### config.mk
export PLATFORM = sky130hd
export DESIGN_NAME = hvd_front
export DESIGN_NICKNAME = d
export VERILOG_FILES = /design/src/rtl/hvd_pkg.sv /design/src/rtl/hvd_front.sv
export SDC_FILE = /design/constraint.sdc
export NUM_CORES = 1
export LEC_CHECK = 0
export ABC_CLOCK_PERIOD_IN_PS = 2850
export BUFFER_PORTS_ARGS = -buffer_cell sky130_fd_sc_hd__buf_2
export CAP_MARGIN = 20
export CORE_UTILIZATION = 50
export DETAILED_ROUTE_END_ITERATION = 12
export MAX_ROUTING_LAYER = met4
export PLACE_DENSITY = 0.71
export SETUP_SLACK_MARGIN = 0.1
export SLEW_MARGIN = 20
export SYNTH_ARGS = -nofsm -noshare
export SYNTH_HDL_FRONTEND = slang
export SYNTH_SLANG_ARGS = --single-unit
### constraint.sdc
create_clock -name i_clk -period 2.85 [get_ports i_clk]
set_input_delay 0.57 -clock i_clk [delete_from_list [all_inputs] [get_ports i_clk]]
set_output_delay 0.57 -clock i_clk [all_outputs]
set_load 0.02 [all_outputs]
### src/rtl/hvd_pkg.sv
// Shared types, constants and helpers of the HMM Viterbi decoder.
// Used by hvd_front, hvd_back and the top level; depends on nothing else.
package hvd_pkg;

    localparam int NUM_STATES  = 16;
    localparam int MAX_STEPS   = 1024;
    localparam int ST_W        = $clog2(NUM_STATES);
    localparam int POS_W       = $clog2(MAX_STEPS);
    localparam int STEP_W      = POS_W + 1;
    localparam int SCORE_W     = 32;
    localparam int ACC_W       = 40;
    localparam int ACT_W       = 5;
    localparam int BP_DEPTH    = MAX_STEPS * NUM_STATES;
    localparam int BP_AW       = POS_W + ST_W;
    localparam int Q_DEPTH     = 4;
    localparam int Q_AW        = $clog2(Q_DEPTH);

    typedef enum logic [2:0] {
        OP_CLEAR   = 3'd0,
        OP_PRIOR   = 3'd1,
        OP_OBSERVE = 3'd2,
        OP_EMIT    = 3'd3,
        OP_TRANS   = 3'd4,
        OP_END     = 3'd5,
        OP_FINISH  = 3'd6,
        OP_TRACE   = 3'd7
    } t_op;

    typedef enum logic [2:0] {
        S_IDLE,
        S_TRANS,
        S_END,
        S_FIN,
        S_TRD,
        S_OUT
    } t_state;

    typedef struct packed {
        t_op                        op;
        logic [ST_W-1:0]            state_index;
        logic [ST_W-1:0]            from_state;
        logic [ST_W-1:0]            symbol;
        logic signed [SCORE_W-1:0]  score;
    } t_item;

    typedef struct packed {
        logic [ST_W-1:0]            path_state;
        logic [POS_W-1:0]           position;
        logic signed [ACC_W-1:0]    path_score;
        logic                       last_flag;
        logic                       error_flag;
    } t_result;

    localparam logic signed [ACC_W-1:0] ACC_MAX = {1'b0, {(ACC_W-1){1'b1}}};
    localparam logic signed [ACC_W-1:0] ACC_MIN = {1'b1, {(ACC_W-1){1'b0}}};

    function automatic logic signed [ACC_W-1:0] sat_add(
        input logic signed [ACC_W-1:0] a,
        input logic signed [ACC_W-1:0] b
    );
        logic signed [ACC_W:0] s;
        s = {a[ACC_W-1], a} + {b[ACC_W-1], b};
        if (s[ACC_W] != s[ACC_W-1]) begin
            return s[ACC_W] ? ACC_MIN : ACC_MAX;
        end
        return s[ACC_W-1:0];
    endfunction

endpackage

### src/rtl/hvd_front.sv
// Front end: decodes request words and queues them for the execution unit.
// Depends on hvd_pkg.
module hvd_front (
    input  logic                         i_clk,
    input  logic                         i_rst_n,
    input  logic                         i_push,
    output logic                         o_full,
    input  logic [2:0]                   i_req_type,
    input  logic [hvd_pkg::ST_W-1:0]     i_state_index,
    input  logic [hvd_pkg::ST_W-1:0]     i_from_state,
    input  logic [hvd_pkg::ST_W-1:0]     i_symbol,
    input  logic signed [hvd_pkg::SCORE_W-1:0] i_score,
    output logic                         o_q_valid,
    output hvd_pkg::t_item               o_q_item,
    input  logic                         i_q_pop
);
    import hvd_pkg::*;

    t_item           r_q [Q_DEPTH];
    logic [Q_AW-1:0] r_wr, r_rd;
    logic [Q_AW:0]   r_cnt;
    t_item           w_item;
    logic            w_push, w_pop;

    always_comb begin
        w_item.op          = t_op'(i_req_type);
        w_item.state_index = i_state_index;
        w_item.from_state  = i_from_state;
        w_item.symbol      = i_symbol;
        w_item.score       = i_score;
    end

    assign o_full    = (r_cnt == (Q_AW+1)'(Q_DEPTH));
    assign o_q_valid = (r_cnt != '0);
    assign o_q_item  = r_q[r_rd];
    assign w_push    = i_push && !o_full;
    assign w_pop     = i_q_pop && o_q_valid;

    always_ff @(posedge i_clk) begin
        if (!i_rst_n) begin
            r_wr  <= '0;
            r_rd  <= '0;
            r_cnt <= '0;
        end else begin
            if (w_push) begin
                r_wr <= r_wr + 1'b1;
            end
            if (w_pop) begin
                r_rd <= r_rd + 1'b1;
            end
            r_cnt <= r_cnt + (Q_AW+1)'(w_push) - (Q_AW+1)'(w_pop);
        end
    end

    always_ff @(posedge i_clk) begin
        if (w_push) begin
            r_q[r_wr] <= w_item;
        end
    end
endmodule

=== Word-level counts from Yosys, hierarchy flattened ===
Memories as Yosys holds them, arrays and structs flattened. A register that Yosys moved wholly into a read port is not among the register bits.
Index checks and enable logic that the tools add are counted.

* Multiply operators: 0
* Eq/ne operators: 1
* Reductions and logical operators: 4
* Divide/modulo/power cells: 0
* Muxes and demuxes: 4
* Add/subtract/negate cells: 4
* $lt $le $gt $ge: 0
* Bitwise logic cells: 0
* Shifts and indexed selects: 0

{| class="wikitable"
|+ Operators by type and width
! cell !! count
|-
| adder 2 x 1 -> 2 bit (second input constant) || 2
|-
| 2-to-1 mux 2 bit || 2
|-
| adder 3 x 1 -> 3 bit || 1
|-
| equality test 3 bit (second input constant) || 1
|-
| nonzero test 3 bit || 1
|-
| subtractor 3 x 1 -> 3 bit || 1
|-
| logical AND 1 bit || 2
|-
| 2-to-1 mux 1 bit || 2
|-
| logical NOT 1 bit || 1
|}

* Bits in latches: 0
* Output and inout bits: 49
* Input port bits: 51
* Bits in read-only memories: 0
* Register bits after elaboration: 7
* Bits in writable memories: 188
* Memories kept: 1
* Word-level logic and storage cells: 17

{| class="wikitable"
|+ Memories
! memory !! depth !! width !! rd ports !! clocked after memory_dff !! wr ports !! line !! RTL
|-
| r_q || 4 || 47 || 1 || 1 || 1 || hvd_front.sv:19 || <nowiki>t_item r_q [Q_DEPTH];</nowiki>
|}

=== Longest topological paths before layout ===
* Depth after elaboration: 5
* Mapped depth: 12
* Depth with buffers taken out: 11

=== Worst setup path after synthesis ===
OpenSTA, ideal clock, no wires.

* Kind: input port to flip-flop
* Start point: input i_push
* End point: memory r_q[0][0] (netlist bit), enable pin
* Data arrival time: 1.980 ns
* Library setup time: 0.409 ns
* Required time: 2.441 ns
* Cell stages on the path: 3
* Buffers on the path: 1
* Setup slack: 0.460 ns
* Path through: nor2b_1 -> buf_2 -> and2_1

* Cells in the longest elaborated chain, start to end: 3

{| class="wikitable"
|+ RTL lines
! element !! line !! RTL
|-
| from (decl) || hvd_front.sv:6 || <nowiki>input logic i_push,</nowiki>
|-
| logical AND 1 bit || hvd_front.sv:36 || <nowiki>assign w_push = i_push && !o_full;</nowiki>
|-
| 2-to-1 mux 1 bit || hvd_front.sv:56 || <nowiki>if (w_push) begin</nowiki>
|-
| 2-to-1 mux 1 bit (not written as such) || hvd_front.sv:57 || <nowiki>r_q[r_wr] <= w_item;</nowiki>
|-
| to (decl) || hvd_front.sv:19 ||
|}

No other way between the ends.

==> out/metrics.csv <==
stage,metric,value,unit
clock_tree,clock_latency,0.42,ns
pwr,power,7.95,mW
cells_and_area,layoutNonFillerInstCount,601,
timing,fin_tns_setup,0,ns
yosys,ys_seq_area_share,80.0,%
placed_design,hpwl,6790,um
floorplanning,core,14000,sq um
job,maxCapViolations,0,
cells_and_area,mostFrequentLayoutCells,"edfxtp_1 (188), buf_2 (99), mux4_2 (47)",
timing,hold_violations,0,
cells_and_area,drive_gt1_share,44.5,%
drt,drc,0,
placed_design,dp.cells,568,
clock_tree,clkSlewWorstSetupHoldPaths,0.07,ns
timing,finalCritPeriodShare,88.4,%
pwr,p_per_area,920,nW/um^2
yosys,synth_seq_cells,197,
timing,setup_viol,0,
timing,slew_viol_final,0,
setup_path,worst_r2r_startpoint,r_cnt[1],
setup_path,path_class,reg -> out,
timing,fin_crit,2.52,ns
floorplanning,start_util,51.9,%
floorplanning,fp.dieH,123,um
global_route,track_usage,17.9,%
drt,via_count,3221,
cells_and_area,mostFrequentLayoutCell,edfxtp_1,
global_route,antenna_found_initial,0,
setup_path,reg2reg_slack,0.61,ns
clock_tree,cts_hold_buffers,0,
floorplanning,dieArea,15100,sq um
yosys,synthTopCellsByArea,"edfxtp_1 (77%), mux4_2 (15%), dfxtp_1 (2.5%)",
yosys,synth_cells,293,
placed_design,port_buffers,99,
timing,slew_headroom,69.4,%
clock_tree,ctsResizeCount,0,
clock_tree,clock-root-buffer,clkbuf_16,
clock_tree,cts_tree,done,
yosys,syn_avg_cell_area,24.9,sq um
yosys,synth_area_leader_cell,edfxtp_1,
floorplanning,row_count,43,
drt,drt_wl_total,11900,um
yosys,yosysTopAreaCellShare,77.5,%
drt,drt_pass1_iterations,4,
placed_design,gp_congestion,0.679,
global_route,grt_max_degree,48,
pwr,ir_worst_vdd,498,uV
setup_path,crit_arrival,1.95,ns
drt,routed_via_density,5.36,
timing,hold_ws,0.361,ns
cells_and_area,nets,465,
setup_path,crit_end,o_q_item[24],
drt,drtAntennaViolNets,0,
worst_hold_path,hp-class,in -> reg,
yosys,synth_fp_nets,351,
setup_path,setup.worst_path.end_class,primary output,
timing,tightestPinTransition,0.459,ns
clock_tree,cts_buffer_depth,2,
clock_tree,cts_inserted_buffers,17,
clock_tree,htreeDepth,4,
global_route,grt_pass1_wl,18500,um
timing,rsz0062_at_grt,false,
timing,fmax,0.397,GHz
yosys,ys_types,20,
global_route,grt_pass1_vias,3511,
setup_path,startpoint_type,flop,
cells_and_area,area_delta_synth_final,18.6,%
status,status,"complete, no violations",
global_route,grt_overflow_total,0,
clock_tree,post_cts_buffers,0,
floorplanning,die_x,123,um
floorplanning,io_pins,100,
setup_path,cp.required,2.28,ns
drt,drt-initial-drc-count,203,
setup_path,critPathMaxFanout,22,
clock_tree,numClockSinks,197,
timing,finClkSkew,0.00776,ns
yosys,synthesis.area,7280,sq um
setup_path,r2r_cells,11,
yosys,yosysWarnings,0,
setup_path,r2r-end,r_cnt[2],
drt,drt-wirelength-per-cell,19.8,um
pwr,leakage,2.92,nW
[how the worst min path moves through the flow]
stage,start,depth (start not counted),endpoint,slack (ns)
floorplan,r_wr[1],2,r_wr[1],0.47
global placement,r_wr[1],2,r_wr[1],0.48
detailed placement,r_wr[0],2,r_wr[0],0.50
CTS,i_score[6],1,r_q[0][6],0.34
global route,i_state_index[3],1,r_q[2][43],0.35
finish,i_score[6],1,r_q[0][6],0.36
[layout make-up]
cell class,count,area (sq um)
antenna,1,2.50
clock buffer,21,440
clock inverter,11,158
fill,965,5400
inverter,5,18.8
multi-input combinational,79,1330
sequential,197,5830
tap,180,225
timing repair buffer,107,631
[routing by layer]
metal,track usage [%],vias up,wire length [um],part of all wire (%)
li1,-,1462,-,-
met2,28.8,73,6090,51
met1,21.0,1669,4980,42
met5,-,-,0,0
met4,7.70,0,206,1.7
met3,5.44,17,645,5.4
[stage by stage]
stage | utilization (%) | instance area (sq um) | setup slack, ns
finish | 61.5 | 8640 | 0.332
global placement | 57.2 | 8040 | 0.607
detailed placement | 57.2 | 8040 | 0.530
floorplan | - | 7280 | 0.460
CTS | 61.5 | 8640 | 0.260
global route | 61.5 | 8640 | 0.218
[cell families (layout without fill, tap and decap cells)]
group / count (synthesis) / in the layout / synth area share [%]
AOI/OAI and AO/OA: 2 / 2 / 0.241
xor gates and xnor gates: 4 / 4 / 0.481
adders and majority gates: 7 / 7 / 1.31
buffers and inverters: 17 / 144 / 1.79
DFF: 197 / 197 / 80.0
muxes: 49 / 49 / 14.8
other: 0 / 1 / 0
and+or+nand+nor: 17 / 17 / 1.41
[flip-flops by register name, indices dropped and copies added, names as in the netlist, named ones only]
signal / flops
r_q: 188
r_cnt: 3
r_rd: 2
r_wr: 2
[worst max-delay path, stage by stage (launching register included)]
cell and delay (ns):
dfxtp_4 0.36, buf_4 0.40, mux4_2 0.56, buf_2 0.18
[power breakdown]
| group | switching, mW | internal (mW) |
|---|---|---|
| logic | 1.08 | 0.841 |
| clock network | 0.959 | 1.46 |
| registers | 0.0978 | 3.51 |
| total | 2.14 | 5.81 |
[cells in the mapped netlist]
library cell  instances
o31a_1                1
mux2i_1               2
edfxtp_1            188
buf_4                 1
buf_6                 1
mux4_2               47
or3_1                 1
buf_12                3
buf_2                 5
inv_1                 5
fa_1                  1
ha_1                  6
nand2_1               4
dfxtp_1               9
nor2b_1               4
xnor2_1               4
nor3b_2               1
and2_1                7
o311ai_1              1
clkbuf_1              2
Note: power is estimated with default switching activity, not from simulation.
